<file path="config.mk">
export PLATFORM = sky130hd
export DESIGN_NAME = bale_cell
export DESIGN_NICKNAME = d
export VERILOG_FILES = /design/src/hdl/bale_pkg.sv /design/src/hdl/bale_cell.sv
export SDC_FILE = /design/constraint.sdc
export NUM_CORES = 1
export LEC_CHECK = 0
export BUFFER_PORTS_ARGS = -buffer_cell sky130_fd_sc_hd__clkbuf_2
export CAP_MARGIN = 25
export CORE_ASPECT_RATIO = 1.25
export CORE_MARGIN = 2
export CORE_UTILIZATION = 44
export DETAILED_ROUTE_END_ITERATION = 8
export GPL_TIMING_DRIVEN = 0
export PLACE_DENSITY = 0.95
export SLEW_MARGIN = 20
export SYNTH_ARGS = -nofsm -noshare
export SYNTH_HDL_FRONTEND = slang
export SYNTH_SLANG_ARGS = --single-unit
</file>
<file path="constraint.sdc">
create_clock -name clk -period 4.85 [get_ports clk]
set_clock_uncertainty 0.05 [all_clocks]
set_input_delay 0.485 -clock clk [delete_from_list [all_inputs] [get_ports clk]]
set_output_delay 0.485 -clock clk [all_outputs]
set_load 0.05 [all_outputs]
</file>
<file path="src/hdl/bale_pkg.sv">
`timescale 1ns / 1ps
// ----------------------------------------------------------------------------
// bale_pkg
// Shared types and constants of the bounded array list engine.
// ----------------------------------------------------------------------------
package bale_pkg;

  localparam int DEPTH_DEFAULT = 64;
  localparam int WORD_W        = 32;

  typedef enum logic [2:0] {
    ACT_PUSH_END   = 3'd0,
    ACT_PUSH_FRONT = 3'd1,
    ACT_INSERT     = 3'd2,
    ACT_POP_FRONT  = 3'd3,
    ACT_POP_END    = 3'd4,
    ACT_READ       = 3'd5,
    ACT_WRITE      = 3'd6
  } action_t;

  typedef enum logic [1:0] {
    ST_OK     = 2'd0,
    ST_FULL   = 2'd1,
    ST_EMPTY  = 2'd2,
    ST_BADPOS = 2'd3
  } status_t;

  typedef enum logic [1:0] {
    MODE_HOLD       = 2'd0,
    MODE_OPEN       = 2'd1,
    MODE_WRITE      = 2'd2,
    MODE_SHIFT_DOWN = 2'd3
  } cell_mode_t;

  // Broadcast to every cell of the chain.
  typedef struct packed {
    cell_mode_t          mode;
    logic [WORD_W-1:0]   word;
  } cell_cmd_t;

  // Result control from the request decoder.
  typedef struct packed {
    status_t status;
    logic    take_read;
  } req_result_t;

endpackage

</file>
<file path="src/hdl/bale_cell.sv">
`timescale 1ns / 1ps
// ----------------------------------------------------------------------------
// bale_cell
// One list entry: holds a word, loads from its lower or upper neighbor,
// or takes the broadcast word, as the command says.
// ----------------------------------------------------------------------------
module bale_cell #(
  parameter int INDEX = 0,
  parameter int IW    = 6
) (
  input  logic                       clk,
  input  bale_pkg::cell_cmd_t        cmd,
  input  logic [IW-1:0]              idx,
  input  logic [IW-1:0]              rd_idx,
  input  logic [bale_pkg::WORD_W-1:0] left_word,
  input  logic [bale_pkg::WORD_W-1:0] right_word,
  output logic [bale_pkg::WORD_W-1:0] word,
  output logic [bale_pkg::WORD_W-1:0] rd_word
);
  import bale_pkg::*;

  localparam logic [IW-1:0] MY_IDX = IW'(INDEX);

  logic [WORD_W-1:0] word_next;

  always_comb begin
    word_next = word;
    case (cmd.mode)
      MODE_OPEN: begin
        // take the new word at the slot, shift up above it
        if (MY_IDX == idx) begin
          word_next = cmd.word;
        end else if (MY_IDX > idx) begin
          word_next = left_word;
        end
      end
      MODE_WRITE: begin
        if (MY_IDX == idx) begin
          word_next = cmd.word;
        end
      end
      MODE_SHIFT_DOWN: word_next = right_word;
      default: word_next = word;
    endcase
  end

  always_ff @(posedge clk) begin
    word <= word_next;
  end

  assign rd_word = (rd_idx == MY_IDX) ? word : '0;

endmodule

</file>
Word level (Yosys, flattened, before mapping)
Cells that the tools add are included.
- bits in registers: 32
- output and inout bits: 64
- logic and storage cells: 16
- $lt $le $gt $ge: 1
- eq/ne operators: 5
- muxes and demuxes: 5
- reductions and logical operators: 4
- operator list (operator ; count):
    $mux W32 ; 4
    $pmux W32 S3 ; 1
    $logic_not A6 Y1 ; 2
    $gt A1 B6 Y1 const A ; 1
    $eq A2 B2 Y1 const B ; 2
    $ne A3 B3 Y1 const B ; 1
    $reduce_and A3 Y1 ; 1
    $reduce_bool A3 Y1 ; 1
    $eq A2 B1 Y1 const B ; 1
    $ne A2 B2 Y1 const B ; 1

Logic depth before layout (Yosys ltp)
Gate-level depths: netlist of the first run.
- word-level depth: 4
- gate-level depth with buffers: 4
- depth with buffers taken out: 3

Least setup slack after synthesis of the first run
Ideal clock, no wire load.
- path type: input to output
- start point: input port rd_idx[3]
- end point: output port rd_word[10] (netlist name)
- arrival time: 1.798 ns
- data required time: 4.315 ns
- slack: 2.517 ns
- cell stages on the path: 4
- path through: or4_4 nor3_4 buf_6 and2_1
- word-level cells in the longest chain between the ends: 2
- ends and longest elaborated chain (what ; line ; source):
    from (decl) ; bale_cell.sv:14 ; input logic [IW-1:0] rd_idx,
    $logic_not A6 Y1 ; bale_cell.sv:51 ; assign rd_word = (rd_idx == MY_IDX) ? word : '0;
    $mux W32 ; bale_cell.sv:51 ;
    to (decl) ; bale_cell.sv:18 ; output logic [bale_pkg::WORD_W-1:0] rd_word
Every way passes these cells.

Final worst setup path of the first run
- start point: input port rd_idx[3]
- end point: output port rd_word[15] (netlist name)
Same word-level chain as after synthesis.

==> impl_metrics.py, run 1 <==
metrics = {
    "detailed_routing": {
        "dr.pass1.iters": 5,
        "routed_wl_um": 7709,
        "via_per_inst": 5.735,
        "via_count": 2701,
        "drt-wirelength-per-cell_um": 16.37,
        "antenna_left": 0,
        "drtIter0Drc": 260,
        "drc": 0,
    },
    "finish": {
        "diodes": 0,
        "fillers": 428,
        "final_cells": 471,
        "final_common_cell": "clkbuf_2",
        "syn_to_final_growth_pct": 44.34,
        "max_flop_register": "word",
        "final_cell_mix": "clkbuf_2 (175), and2_1 (32), edfxtp_1 (32)",
        "top_regs": "word (32)",
        "nNetsFinal": 519,
        "largest_reg_flops": 32,
        "drive_above_1_share_pct": 48.41,
    },
    "critical_path": {
        "critPathRequiredTime_ns": 4.32,
        "path_common_cell": "clkbuf_2",
        "worstSetupEndpointType": "primary output",
        "cp_max_fo": 10,
        "critical_path.startpoint": "rd_idx[3]",
        "path_class": "in -> out",
        "slowest_stage": "or4_4",
        "crit_buf_inv": 3,
        "start_kind": "primary input",
        "critical-path-max-stage-delay_ns": 0.53,
        "crit_family": "simple AND/OR/NAND/NOR gates",
        "path_cells": "clkbuf_2 > or4_4 > nor3_4 > buf_6 > and2_1 > clkbuf_2",
        "arrival_ns": 1.96,
    },
    "place": {
        "hpwlAfterDp_um": 5970,
        "dp_cells": 463,
        "gp_congestion": 0.8856,
        "io_buffers": 172,
    },
    "synthesis": {
        "synth_ff_type": "edfxtp_1",
        "synthesis.area_mm2": 0.002308,
        "yosysUniqueCellTypes": 22,
        "synth-seq-cells": 32,
        "ys_top_cells_by_area": "edfxtp_1 (42%), mux2i_1 (13%), a22oi_1 (10%)",
        "synth_top_cell_by_area": "edfxtp_1",
        "netlist_instances": 229,
        "async_reset_ff_share_pct": 0,
        "synth.top_cell.area_share_pct": 41.63,
        "synth-seq-area-share_pct": 41.63,
        "syn_area_per_cell_um2": 10.08,
        "synth_nets": 340,
        "yosysWarnings": 0,
        "synth-edff-count": 32,
    },
    "die": {
        "initial_core_util_pct": 45.44,
        "pin_count": 175,
        "placementRows": 29,
        "core_mm2": 0.005080,
        "die-area_mm2": 0.005845,
        "die_h_um": 84.98,
        "die_w_um": 68.79,
    },
    "sta": {
        "relSlewSlack_pct": 49.17,
        "rsz0062_at_grt": "false",
        "hold_viol_final": 0,
        "worst_pin_slew_ns": 0.7598,
        "setup_viol": 0,
        "layout_min_cycle_time_ns": 2.491,
        "min_period_over_period_pct": 51.37,
        "max_freq_mhz": 401.4,
        "drv_slew": 0,
        "setup_tns_ns": 0,
    },
    "job": {
        "max_cap_violations": 0,
    },
    "clocking": {
        "cts_root_buf": "clkbuf_8",
        "htree_num_levels": 2,
        "post_cts.repair.setup_buffers": 0,
        "cts.sinks": 32,
        "cts_buffers": 5,
        "cts_resized": 0,
        "ctsHoldBuffers": 0,
        "clk_path_buf_depth": 2,
        "clkTransAtPathRegs_ns": 0.06,
        "cts_tree": "done",
    },
    "pwr": {
        "total_power_mw": 0.7954,
        "ir_worst_vdd_mv": 0.1453,
        "power_density_mw_per_mm2": 238.7,
        "p_leak_nw": 1.626,
    },
    "global_routing": {
        "first_global_vias": 2600,
        "grt.overflow.total": 0,
        "grt_max_degree": 33,
        "grt_pass1_wl_um": 11630,
        "grt_use_total_pct": 26.34,
        "antenna_found_initial": 0,
    },
    "hold_path": {
        "hold_class": "in -> reg",
        "min_to": "word[17]",
        "hold_depth": 3,
        "hold_start": "left_word[17]",
    },
    "status": {
        "status": "finished, final reports clean",
    },
}
## per-stage QoR
| step | instance area [µm²] | hold slack, ns | setup WS (ns) | utilization, % |
|---|---|---|---|---|
| floorplan | 2308 | 0.7179 | 2.517 | - |
| global placement | 3247 | 0.8066 | 1.937 | 63.92 |
| detailed placement | 3249 | 0.8129 | 2.270 | 63.97 |
| CTS | 3332 | 0.5111 | 2.354 | 65.59 |
| global route | 3332 | 0.5234 | 2.283 | 65.59 |
| finish | 3332 | 0.5198 | 2.359 | 65.59 |
## synth_stat cells (2+ instances only)
master	count
o21ai_1	5
and2_1	32
or4_4	2
o21ai_0	26
buf_2	7
nand2_1	2
a22oi_1	31
mux2i_1	31
a31oi_1	31
nor4_1	2
clkbuf_2	3
buf_6	3
clkbuf_1	14
edfxtp_1	32
## logic make-up (layout without fill, tap and decap cells)
group,count (synthesis),in the layout,synth area share [%]
buffers and inverters,27,207,5.907
AND/OR/NAND/NOR,44,44,13.12
AO/OA/AOI/OAI,95,95,25.91
multiplexers,31,31,13.44
flip-flops,32,32,41.63
## routing by layer
layer / track usage [%] / up-vias / wire, µm
li1: - / 1258 / -
met1: 29.17 / 1262 / 2867
met2: 46.94 / 164 / 4051
met3: 6.366 / 17 / 630
met4: 10.16 / 0 / 159
met5: 0 / - / 0
## layout make-up
| type | instances | area [µm²] | share of cell area, % |
|---|---|---|---|
| multi-input combinational | 170 | 1214 | 36.42 |
| clock buffer | 5 | 68.82 | 2.065 |
| timing repair buffer | 172 | 860.8 | 25.84 |
| sequential | 32 | 960.9 | 28.84 |
| clock inverter | 3 | 13.76 | 0.4131 |
| buffer | 27 | 136.4 | 4.093 |
| tap | 62 | 77.57 | 2.328 |
## report_power, final
group / internal [mW] / total, mW / switching [mW]
sequential: 0.334 / 0.345 / 0.0108
clock: 0.0973 / 0.197 / 0.0998
combinational: 0.0840 / 0.253 / 0.169
total: 0.515 / 0.795 / 0.280
## worst max-delay path by stage
stage | slack [ns] | depth (start not counted) | endpoint
after floorplan | 2.52 | 4 | rd_word[10]
final | 2.36 | 6 | rd_word[15]
after CTS | 2.35 | 6 | rd_word[15]
after global placement | 1.94 | 5 | word[5]
after global routing | 2.28 | 6 | rd_word[11]
after detailed placement | 2.27 | 5 | word[4]
Note: power is estimated with default switching activity, not from simulation.
==> run 2: changes to the inputs <==
- CORE_UTILIZATION: 44 -> 41
- PLACE_DENSITY: 0.95 -> 0.9
- clock period: 4.85 -> 2.56 ns (I/O delays scaled with it)
==> run 2 against run 1 <==
Effect of this change: first-iteration DRC count is 25% lower; die area is 6.9% higher; wire length is 2.4% higher; sequential power is 89% higher; combinational power is 90% higher; sequential share of layout area hardly changed; power is 89% higher; critical path type is now in -> reg; critical endpoint is now word[10].
==> impl_metrics.py, run 2 (synthesis gave the netlist of run 1 again) <==
metrics = {
    "status": {
        "status": "finished, final reports clean",
    },
    "die": {
        "initial_core_util_pct": 42.41,
        "die_w_um": 71.12,
        "die-area_mm2": 0.006251,
        "die_h_um": 87.90,
        "pin_count": 175,
        "core_mm2": 0.005443,
        "placementRows": 30,
    },
    "finish": {
        "final_area_mm2": 0.003329,
        "largest_reg_flops": 32,
        "nNetsFinal": 519,
        "syn_to_final_growth_pct": 44.23,
        "drive_above_1_share_pct": 48.28,
        "final_common_cell": "clkbuf_2",
        "seqCellArea_um2": 960.9,
        "multi_input_area_mm2": 0.001214,
        "top_regs": "word (32)",
        "diodes": 0,
        "final_cell_mix": "clkbuf_2 (175), and2_1 (32), edfxtp_1 (32)",
        "max_flop_register": "word",
        "fillers": 462,
    },
    "sta": {
        "hold_viol_final": 0,
        "rsz0062_at_grt": "false",
        "relSlewSlack_pct": 44.83,
        "layout_min_cycle_time_ns": 2.063,
        "setup_viol": 0,
        "max_freq_mhz": 484.7,
        "worst_pin_slew_ns": 0.8247,
        "min_period_over_period_pct": 80.60,
        "drv_slew": 0,
        "setup_tns_ns": 0,
        "fin_ws_ns": 0.4968,
        "holdWs_ns": 0.2979,
    },
    "critical_path": {
        "start_kind": "primary input",
        "critical-path-max-stage-delay_ns": 0.64,
        "slowest_stage": "nand2_2",
        "arrival_ns": 1.92,
        "critPathRequiredTime_ns": 2.41,
        "cp_max_fo": 32,
        "path_class": "in -> reg",
        "crit_family": "simple AND/OR/NAND/NOR gates",
        "path_cells": "clkbuf_2 > nor2_1 > clkbuf_1 > o211ai_1 > nand2_2",
        "worstSetupEndpointType": "register",
        "crit_buf_inv": 2,
    },
    "place": {
        "dp_worst_setup_slack_ns": 0.2455,
        "hpwlAfterDp_um": 6091,
        "dpl-instance-area_mm2": 0.003252,
        "gp_congestion": 0.7668,
        "io_buffers": 172,
    },
    "pwr": {
        "p_leak_nw": 1.622,
        "power_density_mw_per_mm2": 450.9,
        "ir_worst_vdd_mv": 0.2280,
    },
    "global_routing": {
        "grt_use_total_pct": 24.98,
        "grt_max_degree": 33,
        "antenna_found_initial": 0,
        "first_global_vias": 2624,
        "grt.overflow.total": 0,
        "grt_pass1_wl_um": 12250,
    },
    "clocking": {
        "post_cts.repair.setup_buffers": 0,
        "cts.sinks": 32,
        "clkTransAtPathRegs_ns": 0.07,
        "htree_num_levels": 2,
        "cts_tree": "done",
        "ctsHoldBuffers": 0,
        "cts_buffers": 5,
        "cts_resized": 0,
        "cts_root_buf": "clkbuf_8",
        "clk_path_buf_depth": 2,
    },
    "hold_path": {
        "min_to": "word[12]",
        "hold_depth": 3,
        "hold_start": "left_word[12]",
        "hold_class": "in -> reg",
    },
    "detailed_routing": {
        "via_count": 2681,
        "drtIter0Drc": 195,
        "routed_wl_um": 7896,
        "dr.pass1.iters": 4,
        "drt-wirelength-per-cell_um": 16.73,
        "via_per_inst": 5.680,
        "antenna_left": 0,
        "drc": 0,
    },
    "job": {
        "max_cap_violations": 0,
    },
}
-- run 2: layout make-up --
cell class | count | area share (%)
sequential | 32 | 28.86
tap | 64 | 2.405
multi-input combinational | 170 | 36.45
buffer | 27 | 4.096
timing repair buffer | 172 | 25.85
clock inverter | 1 | 0.1503
clock buffer | 6 | 2.180
-- run 2: where the power goes --
group          switching, mW  leakage (nW)  internal [mW]
Clock                  0.184        0.0410          0.185
Sequential            0.0197         0.306          0.633
Combinational          0.321          1.27          0.159
Total                  0.524          1.62          0.977
-- run 2: per-layer routing --
metal	routed length [µm]	part of all wire (%)	GRT usage, %
met4	131	1.7	9.434
met5	0	0	0
met3	550	7.0	2.877
met2	4336	55	47.92
met1	2877	36	28.17
-- run 2: how the worst max path moves through the flow --
stage | slack, ns | to | depth (start not counted) | from
global route | 0.35 | word[26] | 5 | idx[2]
CTS | 0.50 | rd_word[15] | 6 | rd_idx[3]
global placement | -0.13 | word[7] | 5 | idx[2]
finish | 0.50 | word[10] | 5 | idx[2]
detailed placement | 0.25 | word[9] | 5 | idx[2]
floorplan | 0.46 | word[0] | 4 | idx[5]
-- run 2: through the flow --
step | power, mW | instances | util, %
2_1_floorplan | 0.9661 | 229 | -
3_3_place_gp | 1.129 | 465 | 59.70
3_5_place_dp | 1.141 | 465 | 59.75
4_1_cts | 1.508 | 472 | 61.17
5_1_grt | 1.570 | 472 | 61.17
6_report | 1.501 | 472 | 61.17
==> run 3: changes to the inputs <==
- clock period: 2.56 -> 2 ns (I/O delays scaled with it)
==> run 3 against run 2 <==
Effect of this change: utilization grew 1.3 points; largest cell class unchanged; non-clock buffer count is 3 higher; via count rose by 0.41%; setup slack lost 0.47 ns; sequential share of layout area decreased by 0.62 points; power up 38%; final area is 2.2% higher; critical path depth rose by 2; wire length rose by 1.8%.
==> impl_metrics.py, run 3 (synthesis gave the netlist of run 1 again) <==
metrics = {
    "finish": {
        "largest_reg_flops": 32,
        "max_flop_register": "word",
        "final_cell_mix": "clkbuf_2 (157), and2_1 (32), edfxtp_1 (32)",
        "fillers": 467,
        "drive_above_1_share_pct": 48.79,
        "postLayoutCoreUtil_pct": 62.51,
        "top_regs": "word (32)",
        "syn_to_final_growth_pct": 47.37,
        "multi_input_area_mm2": 0.001219,
        "final_common_cell": "clkbuf_2",
        "nNetsFinal": 522,
        "final_cells": 476,
        "seqCellArea_um2": 960.9,
        "diodes": 0,
    },
    "critical_path": {
        "cp_max_fo": 5,
        "slowest_stage": "or4_4",
        "path_common_cell": "clkbuf_4",
        "critical-path-max-stage-delay_ns": 0.54,
        "critPathRequiredTime_ns": 1.75,
        "path_cells": "clkbuf_2 > or4_4 > nor3_4 > buf_4 > clkbuf_4 > and2_1 > clkbuf_4",
        "path_class": "in -> out",
        "arrival_ns": 1.72,
        "crit_family": "simple AND/OR/NAND/NOR gates",
        "worstSetupEndpointType": "primary output",
        "start_kind": "primary input",
        "crit_buf_inv": 4,
    },
    "place": {
        "hpwlAfterDp_um": 5975,
        "io_buffers": 172,
        "dp_cells": 465,
        "dp_worst_setup_slack_ns": -0.3091,
        "gp_congestion": 0.8076,
    },
    "global_routing": {
        "grt_use_total_pct": 24.07,
        "grt.overflow.total": 0,
        "antenna_found_initial": 0,
        "grt_pass1_wl_um": 11720,
        "first_global_vias": 2512,
        "grt_max_degree": 33,
    },
    "sta": {
        "min_period_over_period_pct": 98.46,
        "setup_viol": 0,
        "fin_ws_ns": 0.03081,
        "setup_tns_ns": 0,
        "worst_pin_slew_ns": 0.4903,
        "max_freq_mhz": 507.8,
        "relSlewSlack_pct": 67.31,
        "holdWs_ns": 0.2314,
        "hold_viol_final": 0,
        "drv_slew": 0,
        "layout_min_cycle_time_ns": 1.969,
    },
    "status": {
        "status": "finished, final reports clean",
    },
    "hold_path": {
        "hold_start": "left_word[29]",
        "hold_depth": 3,
        "hold_class": "in -> reg",
        "min_to": "word[29]",
    },
    "clocking": {
        "clkTransAtPathRegs_ns": 0.07,
        "htree_num_levels": 2,
        "cts.sinks": 32,
        "cts_tree": "done",
        "cts_root_buf": "clkbuf_8",
        "cts_buffers": 5,
        "ctsHoldBuffers": 0,
        "clk_path_buf_depth": 2,
    },
    "die": {
        "core_mm2": 0.005443,
        "placementRows": 30,
        "die-area_mm2": 0.006251,
        "pin_count": 175,
        "initial_core_util_pct": 42.41,
        "die_h_um": 87.90,
        "die_w_um": 71.12,
    },
    "detailed_routing": {
        "via_count": 2692,
        "drc": 0,
        "drt-wirelength-per-cell_um": 16.89,
        "via_per_inst": 5.655,
        "antenna_left": 0,
        "dr.pass1.iters": 5,
        "routed_wl_um": 8038,
        "drtIter0Drc": 235,
    },
    "pwr": {
        "power_density_mw_per_mm2": 607.7,
        "ir_worst_vdd_mv": 0.2342,
        "clkPwrFrac_pct": 29.8,
        "seq_power_share_pct": 40.4,
        "intPower_mw": 1.384,
        "p_comb_share_pct": 29.8,
        "switching_power_mw": 0.6830,
        "swShare_pct": 33.04,
        "p_leak_nw": 1.667,
    },
    "job": {
        "max_cap_violations": 0,
    },
}
run 3: per-stage QoR:
step	cell area, µm²	power (mW)
floorplan	2311	1.236
global placement	3252	1.446
detailed placement	3252	1.459
CTS	3364	2.072
global route	3402	2.155
finish	3402	2.067
run 3: tightest hold or removal path, cell delays in order:
cell,delay [ns]
clkbuf_2,0.07
o21ai_0,0.06
a22oi_1,0.06
run 3: worst max-delay path by stage:
stage,slack (ns),start,endpoint,cells past startpoint
after detailed placement,-0.31,idx[2],word[11],5
after global placement,-0.27,idx[2],word[11],5
after floorplan,0.24,rd_idx[3],rd_word[10],4
after CTS,0.04,rd_idx[3],rd_word[25],6
final,0.03,rd_idx[3],rd_word[26],7
after global routing,-0.009,rd_idx[3],rd_word[26],7
run 3: per-layer routing:
| metal | wire length [µm] | GRT usage [%] | share of wire, % |
|---|---|---|---|
| met4 | 160 | 8.748 | 2.0 |
| met5 | 0 | 0 | 0 |
| met3 | 579 | 4.258 | 7.2 |
| met1 | 2989 | 26.12 | 37 |
| met2 | 4308 | 46.47 | 54 |
run 3: power groups by stage:
stage	clock network [mW]	logic (mW)	registers [mW]
6_report	0.617	0.616	0.835
4_1_cts	0.624	0.613	0.836
5_1_grt	0.657	0.657	0.842
3_3_place_gp	0	0.599	0.848
2_1_floorplan	0	0.200	1.04
3_5_place_dp	0	0.610	0.850
run 3: area by class of cell:
cell class,instances,share of cell area [%]
Timing Repair Buffer,175,26.41
Tap cell,64,2.354
Sequential cell,32,28.25
Buffer,27,4.009
Clock inverter,2,1.030
Multi-Input combinational cell,170,35.82
Clock buffer,6,2.133
run 3: what timing repair did:
item / in CTS / in global routing
hold endpoints to repair: 0 / 0
setup endpoints to repair: 32 / 4
buffers inserted: 0 / 2
gates resized for setup: 1 / 27
pin swaps: 0 / 1
cloned: 0 / 1
