$ cat src/hdl/bale_pkg.sv
`timescale 1ns / 1ps
// ----------------------------------------------------------------------------
// bale_pkg
// Shared types and constants of the bounded array list engine.
// ----------------------------------------------------------------------------
package bale_pkg;

  localparam int DEPTH_DEFAULT = 64;
  localparam int WORD_W        = 32;

  typedef enum logic [2:0] {
    ACT_PUSH_END   = 3'd0,
    ACT_PUSH_FRONT = 3'd1,
    ACT_INSERT     = 3'd2,
    ACT_POP_FRONT  = 3'd3,
    ACT_POP_END    = 3'd4,
    ACT_READ       = 3'd5,
    ACT_WRITE      = 3'd6
  } action_t;

  typedef enum logic [1:0] {
    ST_OK     = 2'd0,
    ST_FULL   = 2'd1,
    ST_EMPTY  = 2'd2,
    ST_BADPOS = 2'd3
  } status_t;

  typedef enum logic [1:0] {
    MODE_HOLD       = 2'd0,
    MODE_OPEN       = 2'd1,
    MODE_WRITE      = 2'd2,
    MODE_SHIFT_DOWN = 2'd3
  } cell_mode_t;

  // Broadcast to every cell of the chain.
  typedef struct packed {
    cell_mode_t          mode;
    logic [WORD_W-1:0]   word;
  } cell_cmd_t;

  // Result control from the request decoder.
  typedef struct packed {
    status_t status;
    logic    take_read;
  } req_result_t;

endpackage

$ cat src/hdl/bale_ctrl.sv
`timescale 1ns / 1ps
// ----------------------------------------------------------------------------
// bale_ctrl
// Request decoder: checks bounds against the count, repairs indexes and
// builds the command for the cell chain and the result control.
// ----------------------------------------------------------------------------
module bale_ctrl #(
  parameter int DEPTH = bale_pkg::DEPTH_DEFAULT,
  parameter int CW    = $clog2(DEPTH + 1),
  parameter int IW    = $clog2(DEPTH)
) (
  input  logic                        go,
  input  logic [2:0]                  action,
  input  logic signed [7:0]           position,
  input  logic [bale_pkg::WORD_W-1:0] value,
  input  logic [CW-1:0]               count,
  output bale_pkg::cell_cmd_t         cmd,
  output logic [IW-1:0]               idx,
  output logic [IW-1:0]               rd_idx,
  output bale_pkg::req_result_t       res,
  output logic [CW-1:0]               count_next
);
  import bale_pkg::*;

  localparam int CMPW = (CW > 8) ? CW : 8;

  logic            full;
  logic            empty;
  logic            pos_neg;
  logic [CMPW-1:0] pos_ext;
  logic [CMPW-1:0] cnt_ext;
  logic [IW-1:0]   pos_idx;
  logic [IW-1:0]   cnt_idx;
  logic [IW-1:0]   last_idx;
  logic [WORD_W-1:0] fill_word;
  action_t         act;

  assign act       = action_t'(action);
  assign full      = (count == CW'(DEPTH));
  assign empty     = (count == '0);
  assign pos_neg   = position[7];
  assign pos_ext   = CMPW'(position[6:0]);
  assign cnt_ext   = CMPW'(count);
  assign pos_idx   = IW'(position[6:0]);
  assign cnt_idx   = IW'(count);
  assign last_idx  = IW'(count - CW'(1));
  assign fill_word = (act == ACT_WRITE) ? value : '0;

  always_comb begin
    cmd.mode      = MODE_HOLD;
    cmd.word      = value;
    idx           = '0;
    rd_idx        = '0;
    res.status    = ST_OK;
    res.take_read = 1'b0;
    count_next    = count;
    case (act)
      ACT_PUSH_END, ACT_PUSH_FRONT: begin
        if (full) begin
          res.status = ST_FULL;
        end else begin
          cmd.mode   = MODE_OPEN;
          idx        = (act == ACT_PUSH_END) ? cnt_idx : '0;
          count_next = count + CW'(1);
        end
      end
      ACT_INSERT: begin
        if (pos_neg || (pos_ext > cnt_ext)) begin
          res.status = ST_BADPOS;
        end else if (full) begin
          res.status = ST_FULL;
        end else begin
          cmd.mode   = MODE_OPEN;
          idx        = pos_idx;
          count_next = count + CW'(1);
        end
      end
      ACT_POP_FRONT: begin
        if (empty) begin
          res.status = ST_EMPTY;
        end else begin
          cmd.mode      = MODE_SHIFT_DOWN;
          res.take_read = 1'b1;
          count_next    = count - CW'(1);
        end
      end
      ACT_POP_END: begin
        if (empty) begin
          res.status = ST_EMPTY;
        end else begin
          rd_idx        = last_idx;
          res.take_read = 1'b1;
          count_next    = count - CW'(1);
        end
      end
      ACT_READ, ACT_WRITE: begin
        if (pos_neg || (pos_ext >= cnt_ext)) begin
          // repair: push a zero (or the written word) at the front or end;
          // a repaired read always returns zero
          if (full) begin
            res.status = ST_FULL;
          end else begin
            cmd.mode   = MODE_OPEN;
            cmd.word   = fill_word;
            idx        = pos_neg ? '0 : cnt_idx;
            count_next = count + CW'(1);
          end
        end else if (act == ACT_READ) begin
          rd_idx        = pos_idx;
          res.take_read = 1'b1;
        end else begin
          cmd.mode = MODE_WRITE;
          idx      = pos_idx;
        end
      end
      default: ;
    endcase
    if (!go) begin
      cmd.mode   = MODE_HOLD;
      count_next = count;
    end
  end

endmodule

$ cat config.mk
export PLATFORM = sky130hd
export DESIGN_NAME = bale_ctrl
export DESIGN_NICKNAME = d
export VERILOG_FILES = /design/src/hdl/bale_pkg.sv /design/src/hdl/bale_ctrl.sv
export SDC_FILE = /design/constraint.sdc
export NUM_CORES = 1
export LEC_CHECK = 0
export BUFFER_PORTS_ARGS = -buffer_cell sky130_fd_sc_hd__buf_2
export CELL_PAD_IN_SITES_DETAIL_PLACEMENT = 0
export CELL_PAD_IN_SITES_GLOBAL_PLACEMENT = 2
export CORE_UTILIZATION = 19
export DETAILED_ROUTE_END_ITERATION = 8
export PLACE_DENSITY = 0.95
export SYNTH_ARGS = -nofsm -noshare
export SYNTH_HDL_FRONTEND = slang
export SYNTH_SLANG_ARGS = --single-unit
$ cat constraint.sdc
create_clock -name vclk -period 4
set_input_delay 0.6 -clock vclk [all_inputs]
set_output_delay 0.6 -clock vclk [all_outputs]
set_load 0.005 [all_outputs]
Word-level counts from Yosys, hierarchy flattened
Cells that the tools add are included.
{ "op_classes": {"n_addsub": 2, "magnitude_cmp": 2, "eq_ne": 7, "muxes": 39, "reduce_logical": 7} }
{ "op_table": {"columns": ["cell", "count"], "rows": [
  ["$mux W32", 3],
  ["$mux W6", 11],
  ["$mux W7", 5],
  ["$mux W33", 1],
  ["$pmux W7 S4", 1],
  ["$pmux W6 S3", 1],
  ["$mux W2", 8],
  ["$pmux W2 S4", 2],
  ["$pmux W6 S2", 1],
  ["$eq A3 B3 Y1 const B", 3],
  ["$add A7 B1 Y7 const B", 1],
  ["$eq A7 B7 Y1 const B", 1],
  ["$ge A7 B7 Y1", 1],
  ["$gt A7 B7 Y1", 1],
  ["$logic_not A7 Y1", 1],
  ["$sub A7 B1 Y7 const B", 1],
  ["$eq A3 B2 Y1 const B", 2],
  ["$reduce_or A2 Y1", 3],
  ["$mux W1", 5],
  ["$eq A3 B1 Y1 const B", 1],
  ["$logic_not A3 Y1", 1],
  ["$logic_or A1 B1 Y1", 2],
  ["$pmux W1 S2", 1]
]} }
{ "totals": {"ff_bits": 0, "inputBits": 51, "out_inout_bits": 56, "word_cells": 57} }

Depth between registers and ports, before layout
Gate-level depths: netlist of the first run.
{ "depth": {"ltp_word": 6, "mapped_depth": 10} }

Least setup slack after synthesis of the first run
Ideal clock, no wire load.
{ "synth_timing": {"kind": "input port to output port", "from": "in count[4]", "to": "out count_next[2]", "arrival_time_ns": 2.641, "required_time_ns": 3.400, "setup_slack_ns": 0.759, "path_stages": 10, "n_path_buf": 2, "cell_sequence": "clkbuf_1 > inv_1 > ha_1 > a21oi_1 > o21ai_0 > o21ai_0 > o221a_2 > buf_2 > nand2_1 > o32ai_1"} }
{ "synth_via": {"elab_chain_cells": 5} }
{ "synth_lines": {"columns": ["item", "line", "rtl"], "rows": [
  ["start: declaration", "bale_ctrl.sv:16", "input logic [CW-1:0] count,"],
  ["$ge A7 B7 Y1 (tied with other cells)", "bale_ctrl.sv:97", "if (pos_neg || (pos_ext >= cnt_ext)) begin"],
  ["$logic_or A1 B1 Y1 (tied with other cells)", "bale_ctrl.sv:97", null],
  ["$mux W7 (on tied branches)", "bale_ctrl.sv:97, bale_ctrl.sv:68", null],
  ["$pmux W7 S4 (*)", "bale_ctrl.sv:57", "case (act)"],
  ["$mux W7 (*)", "bale_ctrl.sv:118", "if (!go) begin"],
  ["end: declaration", "bale_ctrl.sv:21", "output logic [CW-1:0] count_next"]
]} }
Mark *: on every way between the ends. The rest lies on a longest branch, timed or not.

Worst setup path in the final report of the first run
{ "layout_timing": {"from": "in count[0]", "to": "out idx[0]"} }
{ "layout_via": {"elab_chain_cells": 4} }
{ "layout_lines": {"columns": ["item", "line", "rtl"], "rows": [
  ["$ge A7 B7 Y1 (tied with other cells)", "bale_ctrl.sv:97", null],
  ["$logic_or A1 B1 Y1 (tied with other cells)", "bale_ctrl.sv:97", null],
  ["$mux W6 (on tied branches)", "bale_ctrl.sv:97, bale_ctrl.sv:68", null],
  ["$pmux W6 S3 (*)", "bale_ctrl.sv:57", null],
  ["end: declaration", "bale_ctrl.sv:18", "output logic [IW-1:0] idx,"]
]} }
Marks and branches as above.

==> results_dict.tcl, run 1 <==
set metrics [dict create \
    clock_buffers 0 \
    combPwrFrac 1.000 \
    finalWorstSetupSlack_ns 0.293 \
    overflow 0 \
    chipHeight_microns 83.1 \
    min_to "cmd[29]" \
    first_pass_iters 4 \
    fillers 736 \
    start_util 0.197 \
    grt_max_degree 33 \
    register_area_sq_um 0 \
    timing.final.crit_share 0.927 \
    multi_input_area_sq_um 1150 \
    synth_cell_types 48 \
    grt_use_met1 0.182 \
    avgSynthCellArea_sq_um 6.27 \
    met2_usage 0.221 \
    p_per_area_nw_per_um2 109 \
    fp.dieW_microns 83.1 \
    p_int_uw 94.8 \
    layout_min_cycle_time_ns 3.71 \
    grt_pass1_wl_mm 7.89 \
    antenna_cells 0 \
    synth_top_area_cell "and2_1" \
    grt-busiest-layer "met2" \
    max-vdd-ir-drop_mv 0.0413 \
    synthDominantCellAreaShare 0.180 \
    yosys-top-cells-area "and2_1 (18%), ha_1 (10%), a21oi_1 (5.6%), o21ai_0 (5.2%), a22o_1 (4.9%)" \
    status "complete, no violations" \
    layout_commonest_cell "buf_2" \
    synthesis.nets 260 \
    synthToLayoutAreaGrowth_pct 47.8 \
    p_seq_frac 0 \
    io_pins 107 \
    synth_area_sq_um 1250 \
    min_path_type "in2out" \
    worst_pin_slew_ns 0.727 \
    cap_violations 0 \
    vias 1840 \
    dieArea_sq_um 6900 \
    num_rows 29 \
    cp.arrival_ns 3.11 \
    fin_setup_tns_ns 0 \
    setup_viol 0 \
    via_per_inst 4.93 \
    antenna_found_initial 0 \
    layout-drive-gt1-share 0.402 \
    netlist_instances 199 \
    ys_warn_count 0 \
    max_freq_mhz 270 \
    grt_pass1_vias 1708 \
    cp-end-kind "output port" \
    design.seq.count 0 \
    drv_slew 0 \
    cp.required_ns 3.40 \
    swShare 0.530 \
    cp_max_fo 10 \
    core_sq_um 6350 \
    slew_headroom 0.515 \
    post-place-ws_ns 0.257 \
    hp-start "value[29]" \
    finalNetCount 359 \
    wl_per_cell_microns 12.8 \
    ant_nets 0 \
    pwr-share-clk 0 \
    hold_depth 3 \
    use_met3 0.00994 \
    hold_viol 0 \
    drc 0 \
    post_cts.repair.setup_buffers 0 \
    dpl.hpwl_mm 3.96 \
    ys_seq_area_frac 0 \
    start_kind "input pin" \
    gp_congestion 0.893 \
    totalWireLength_mm 4.79 \
    crit_type "in2out" \
    switchingPower_uw 107 \
    rsz0062_at_grt "no" \
    p_leak_uw 0.000935 \
    final_cell_mix "buf_2 (107), and2_1 (36), nand2_1 (16)" \
    portBuffers 107 \
    drtIter0Drc 69 \
    grtUsageTotal 0.133 \
]
[power groups by stage]
stage / Clock (uW) / Sequential [uW] / Combinational (uW)
after floorplan: 0 / 0 / 112
after global placement: 0 / 0 / 200
after detailed placement: 0 / 0 / 199
after CTS: 0 / 0 / 201
after global routing: 0 / 0 / 225
final: 0 / 0 / 202
[through the flow]
stage | area, sq um | hold WS, ns | cells | util | power [uW]
after CTS | 1840 | 1.46 | 373 | 0.289 | 201
after floorplan | 1250 | 1.30 | 199 | - | 112
after global placement | 1840 | 1.46 | 373 | 0.289 | 200
after detailed placement | 1840 | 1.46 | 373 | 0.289 | 199
after global routing | 1850 | 1.48 | 373 | 0.291 | 225
final | 1850 | 1.46 | 373 | 0.291 | 202
[critical path, cell delays in order]
cell	delay [ns]
buf_2	0.15
inv_1	0.12
ha_1	0.25
or3b_1	0.41
or3_4	0.36
or2_0	0.46
a41oi_2	0.31
nor2_2	0.11
a22o_1	0.21
buf_2	0.13
[worst max-delay path by stage]
| stage | slack (ns) | startpoint | endpoint | cells after the start |
|---|---|---|---|---|
| after floorplan | 0.76 | count[4] | count_next[2] | 10 |
| after global placement | 0.33 | count[0] | cmd[11] | 9 |
| after detailed placement | 0.26 | count[0] | cmd[11] | 9 |
| after CTS | 0.24 | count[0] | cmd[11] | 9 |
| after global routing | 0.16 | count[0] | idx[0] | 10 |
| final | 0.29 | count[0] | idx[0] | 10 |
[logic make-up after synthesis]
group                    count (synthesis)  share of synthesized area
multiplexers                             1                    0.00802
AND/OR/NAND/NOR                        100                      0.443
XOR/XNOR                                 5                     0.0351
adder cells (fa/ha/maj)                 10                      0.100
AO/OA/AOI/OAI                           59                      0.331
buffers and inverters                   24                     0.0832
[layout make-up]
class	count	share of cell area
inverter	12	0.0244
timing repair buffer	109	0.298
tap	77	0.0522
multi-input combinational	175	0.625
[Yosys cell counts (3+ instances only)]
cell type,instances
a21oi_1,14
clkbuf_2,3
a211oi_1,3
ha_1,10
nor2_1,12
and2_1,36
inv_1,12
a22o_1,7
o21ai_0,13
nor3_1,7
nand3_1,9
nand2_1,16
nand4_1,3
clkbuf_1,4
nand2b_1,4
xnor2_1,4
[layer usage]
| metal | up-vias | wire length [microns] |
|---|---|---|
| li1 | 921 | - |
| met1 | 801 | 2150 |
| met2 | 106 | 2100 |
| met3 | 12 | 418 |
| met4 | 0 | 123 |
| met5 | - | 0 |
[timing repair]
| item | 4_1_cts | 5_1_grt |
|---|---|---|
| hold buffers | 0 | 0 |
| resized for setup | 0 | 1 |
| setup endpoints to repair | 0 | 24 |
Note: power is estimated with default switching activity, not from simulation.
==> run 2: changes to the inputs <==
--- a/config.mk
+++ b/config.mk
@@ -11,6 +11,7 @@
 export CORE_UTILIZATION = 19
 export DETAILED_ROUTE_END_ITERATION = 8
 export PLACE_DENSITY = 0.95
+export RECOVER_POWER = 25
 export SYNTH_ARGS = -nofsm -noshare
 export SYNTH_HDL_FRONTEND = slang
 export SYNTH_SLANG_ARGS = --single-unit
==> run 2 against run 1 <==
Against the previous run:
- non-clock buffer count stayed put
- flip-flop and latch count stayed put
- routed wire length is 0.13% higher
- final area is 1.2% lower
- critical path depth stayed put
- hold slack stayed put
- die area stayed put
- total power is 0.89% lower
- setup slack worse by 0.015 ns
- sequential share of layout area stayed put
- maximum frequency is 0.41% lower
==> results_dict.tcl, run 2 (synthesis results as in run 1) <==
set metrics [dict create \
    status "complete, no violations" \
    cp.arrival_ns 3.12 \
    cap_violations 0 \
    post-place-ws_ns 0.257 \
    cp.required_ns 3.40 \
    overflow 0 \
    met2_usage 0.221 \
    start_kind "input pin" \
    dp.cells 373 \
    slew_headroom 0.517 \
    fillers 746 \
    dieArea_sq_um 6900 \
    core_sq_um 6350 \
    grt_use_met1 0.182 \
    num_rows 29 \
    grt_pass1_wl_mm 7.89 \
    rsz0062_at_grt "no" \
    register_area_sq_um 0 \
    min_path_type "in2out" \
    p_per_area_nw_per_um2 110 \
    via_per_inst 4.91 \
    combPwrFrac 1.000 \
    fin_setup_tns_ns 0 \
    p_seq_frac 0 \
    finalNetCount 359 \
    cp-end-kind "output port" \
    finalWorstSetupSlack_ns 0.278 \
    totalWireLength_mm 4.80 \
    finalPower_uw 200 \
    p_int_uw 93.2 \
    antenna_cells 0 \
    dpl.hpwl_mm 3.96 \
    synthToLayoutAreaGrowth_pct 46.1 \
    swShare 0.534 \
    start_util 0.197 \
    antenna_found_initial 0 \
    io_pins 107 \
    use_met3 0.00994 \
    utilization 0.287 \
    drtIter0Drc 75 \
    wl_per_cell_microns 12.9 \
    max_freq_mhz 269 \
    grt_pass1_vias 1708 \
    grtUsageTotal 0.133 \
    first_pass_iters 4 \
    portBuffers 107 \
    design.seq.count 0 \
    ant_nets 0 \
    vias 1831 \
    multi_input_area_sq_um 1150 \
    max-vdd-ir-drop_mv 0.0395 \
    cp_max_fo 10 \
    chipHeight_microns 83.1 \
    grt-busiest-layer "met2" \
    layout_min_cycle_time_ns 3.72 \
    timing.final.crit_share 0.931 \
    setup_viol 0 \
    fp.dieW_microns 83.1 \
    drc 0 \
    worst_pin_slew_ns 0.725 \
    stdcell_count 373 \
    grt_max_degree 33 \
    crit_type "in2out" \
    switchingPower_uw 107 \
    p_leak_uw 0.000900 \
    layout-drive-gt1-share 0.365 \
    layout_commonest_cell "buf_2" \
    hold_viol 0 \
    final_cell_mix "buf_2 (98), and2_1 (36), nand2_1 (16)" \
    drv_slew 0 \
    gp_congestion 0.893 \
    clock_buffers 0 \
    pwr-share-clk 0 \
]
run 2: cell count changes in the layout (fill, tap and decap cells not counted):
cell,before,now
buf_4,2,1
buf_2,107,98
clkbuf_1,0,9
nor2_1,12,13
clkbuf_2,0,1
nor2_2,2,1
or3_4,1,0
or3_1,1,2
run 2: power by group through the flow:
| stage | combinational, uW | clock, uW | sequential [uW] |
|---|---|---|---|
| 2_1_floorplan | 112 | 0 | 0 |
| 3_3_place_gp | 200 | 0 | 0 |
| 3_5_place_dp | 199 | 0 | 0 |
| 4_1_cts | 201 | 0 | 0 |
| 5_1_grt | 223 | 0 | 0 |
| 6_report | 200 | 0 | 0 |
run 2: repair_timing:
action / 4_1_cts / 5_1_grt
buffers inserted: 0 / 0
resized for setup: 0 / 1
hold buffers: 0 / 0
endpoints found under the setup margin: 0 / 24
run 2: path summary, 6_finish.rpt:
path	start	endpoint	cells after the start
hold / removal	value[29]	cmd[29]	3
setup / recovery	count[0]	idx[0]	10
run 2: area by class of cell:
class,count,share of cell area
inverters,12,0.0247
well taps,77,0.0528
repair buffers,109,0.294
multi-input cells,175,0.628
run 2: worst max-delay path, stage by stage:
cell and delay [ns]:
buf_2 0.15, inv_1 0.13, ha_1 0.25, or3b_1 0.40, or3_1 0.37, or2_0 0.48, a41oi_2 0.31, nor2_2 0.10
a22o_1 0.20, buf_2 0.13
run 2: metal layers:
| layer | routed length (microns) | up-vias |
|---|---|---|
| li1 | - | 919 |
| met1 | 2200 | 807 |
| met2 | 2120 | 95 |
| met3 | 356 | 10 |
| met4 | 114 | 0 |
| met5 | 0 | - |
run 2: stage by stage:
stage / hold WS, ns / instance area [sq um]
6_report: 1.46 / 1820
5_1_grt: 1.48 / 1820
4_1_cts: 1.46 / 1840
3_5_place_dp: 1.46 / 1840
3_3_place_gp: 1.46 / 1840
2_1_floorplan: 1.30 / 1250
==> run 3: changes to the inputs <==
--- a/config.mk
+++ b/config.mk
@@ -12,6 +12,7 @@
 export DETAILED_ROUTE_END_ITERATION = 8
 export PLACE_DENSITY = 0.95
 export RECOVER_POWER = 25
+export REMOVE_ABC_BUFFERS = 1
 export SYNTH_ARGS = -nofsm -noshare
 export SYNTH_HDL_FRONTEND = slang
 export SYNTH_SLANG_ARGS = --single-unit
==> run 3 against run 2 <==
Against the previous run:
- critical endpoint is now count_next[1]
- die area unchanged
- largest cell class unchanged
- routed wire length up 5.1%
- clock-buffer cell count unchanged
- critical path depth up 1
- highest routed layer unchanged
==> results_dict.tcl, run 3 (synthesis results as in run 1) <==
set metrics [dict create \
    status "complete, no violations" \
    gp_congestion 0.839 \
    start_kind "input pin" \
    fin_setup_tns_ns 0 \
    overflow 0 \
    io_pins 107 \
    rsz0062_at_grt "no" \
    ant_nets 0 \
    hold_depth 3 \
    min_to "cmd[30]" \
    vias 1773 \
    first_pass_iters 4 \
    grtUsageTotal 0.135 \
    timing.final.crit_share 0.928 \
    max-vdd-ir-drop_mv 0.0301 \
    totalWireLength_mm 5.04 \
    dieArea_sq_um 6900 \
    synthToLayoutAreaGrowth_pct 47.0 \
    dpl.hpwl_mm 4.20 \
    chipHeight_microns 83.1 \
    crit_type "in2out" \
    setup_viol 0 \
    drv_slew 0 \
    finalNetCount 359 \
    wl_per_cell_microns 13.5 \
    antenna_found_initial 0 \
    drc 0 \
    drtIter0Drc 135 \
    hp-start "value[30]" \
    min_path_type "in2out" \
    grt_max_degree 33 \
    worst_pin_slew_ns 0.730 \
    portBuffers 107 \
    layout-drive-gt1-share 0.378 \
    grt_pass1_wl_mm 7.97 \
    cp-end-kind "output port" \
    register_area_sq_um 0 \
    cp_max_fo 7 \
    num_rows 29 \
    multi_input_area_sq_um 1150 \
    design.seq.count 0 \
    fillers 710 \
    cp.required_ns 3.40 \
    slew_headroom 0.514 \
    max_freq_mhz 270 \
    start_util 0.197 \
    hold_viol 0 \
    clock_buffers 0 \
    final_cell_mix "buf_2 (101), and2_1 (35), nand2_1 (16)" \
    cp.arrival_ns 3.11 \
    core_sq_um 6350 \
    antenna_cells 0 \
    cts_hold_buf 0 \
    fp.dieW_microns 83.1 \
    p_leak_uw 0.000913 \
    layout_commonest_cell "buf_2" \
    finalPower_uw 202 \
    via_per_inst 4.75 \
    layout_min_cycle_time_ns 3.71 \
    p_per_area_nw_per_um2 110 \
    cap_violations 0 \
    grt_pass1_vias 1562 \
]
run 3: cell count changes in the layout (fill, tap and decap cells not counted), sizes merged:
cell    change
clkbuf      -4
buf         +4
run 3: report_power, final:
part	switching, uW	leakage, uW	total (uW)	internal, uW
Combinational	108	0.000913	202	93.9
Clock	0	0	0	0
Sequential	0	0	0	0
Total	108	0.000913	202	93.9
run 3: critical path, stage by stage:
cell and delay, ns:
buf_2 0.15, inv_1 0.12, ha_1 0.23, or3b_1 0.41, or3_4 0.36, nor2_1 0.33
inv_1 0.14, nand2_1 0.18, o31a_1 0.21, o311ai_0 0.19, buf_2 0.18
run 3: per-layer routing:
| layer | wire, microns | vias to the layer above | track usage |
|---|---|---|---|
| met5 | 0 | - | 0 |
| met4 | 12 | 0 | 0.00784 |
| met3 | 115 | 2 | 0.00398 |
| met2 | 2460 | 42 | 0.229 |
| met1 | 2450 | 807 | 0.199 |
| li1 | - | 922 | - |
run 3: cell type report:
class,instances,area share
Tap cell,77,0.0525
Multi-Input combinational cell,175,0.627
Timing Repair Buffer,109,0.296
Inverter,12,0.0245
run 3: worst max path at each step:
stage,start,to
2_1_floorplan,count[0],cmd[0]
3_3_place_gp,count[0],cmd[15]
3_5_place_dp,count[0],cmd[22]
4_1_cts,count[0],cmd[22]
5_1_grt,count[0],count_next[1]
6_report,count[0],count_next[1]
run 3: what timing repair did:
action	4_1_cts	5_1_grt
buffers inserted	0	0
endpoints found under the setup margin	0	32
resized for setup	0	1
endpoints found under the hold margin	0	0
run 3: through the flow:
| stage | hold WS [ns] | util | setup slack [ns] | std cells | cell area [sq um] |
|---|---|---|---|---|---|
| 2_1_floorplan | 1.28 | - | 0.909 | 187 | 1190 |
| 3_3_place_gp | 1.47 | 0.289 | 0.363 | 373 | 1840 |
| 3_5_place_dp | 1.47 | 0.289 | 0.269 | 373 | 1840 |
| 4_1_cts | 1.47 | 0.289 | 0.286 | 373 | 1840 |
| 5_1_grt | 1.48 | 0.289 | 0.0929 | 373 | 1840 |
| 6_report | 1.47 | 0.289 | 0.290 | 373 | 1840 |
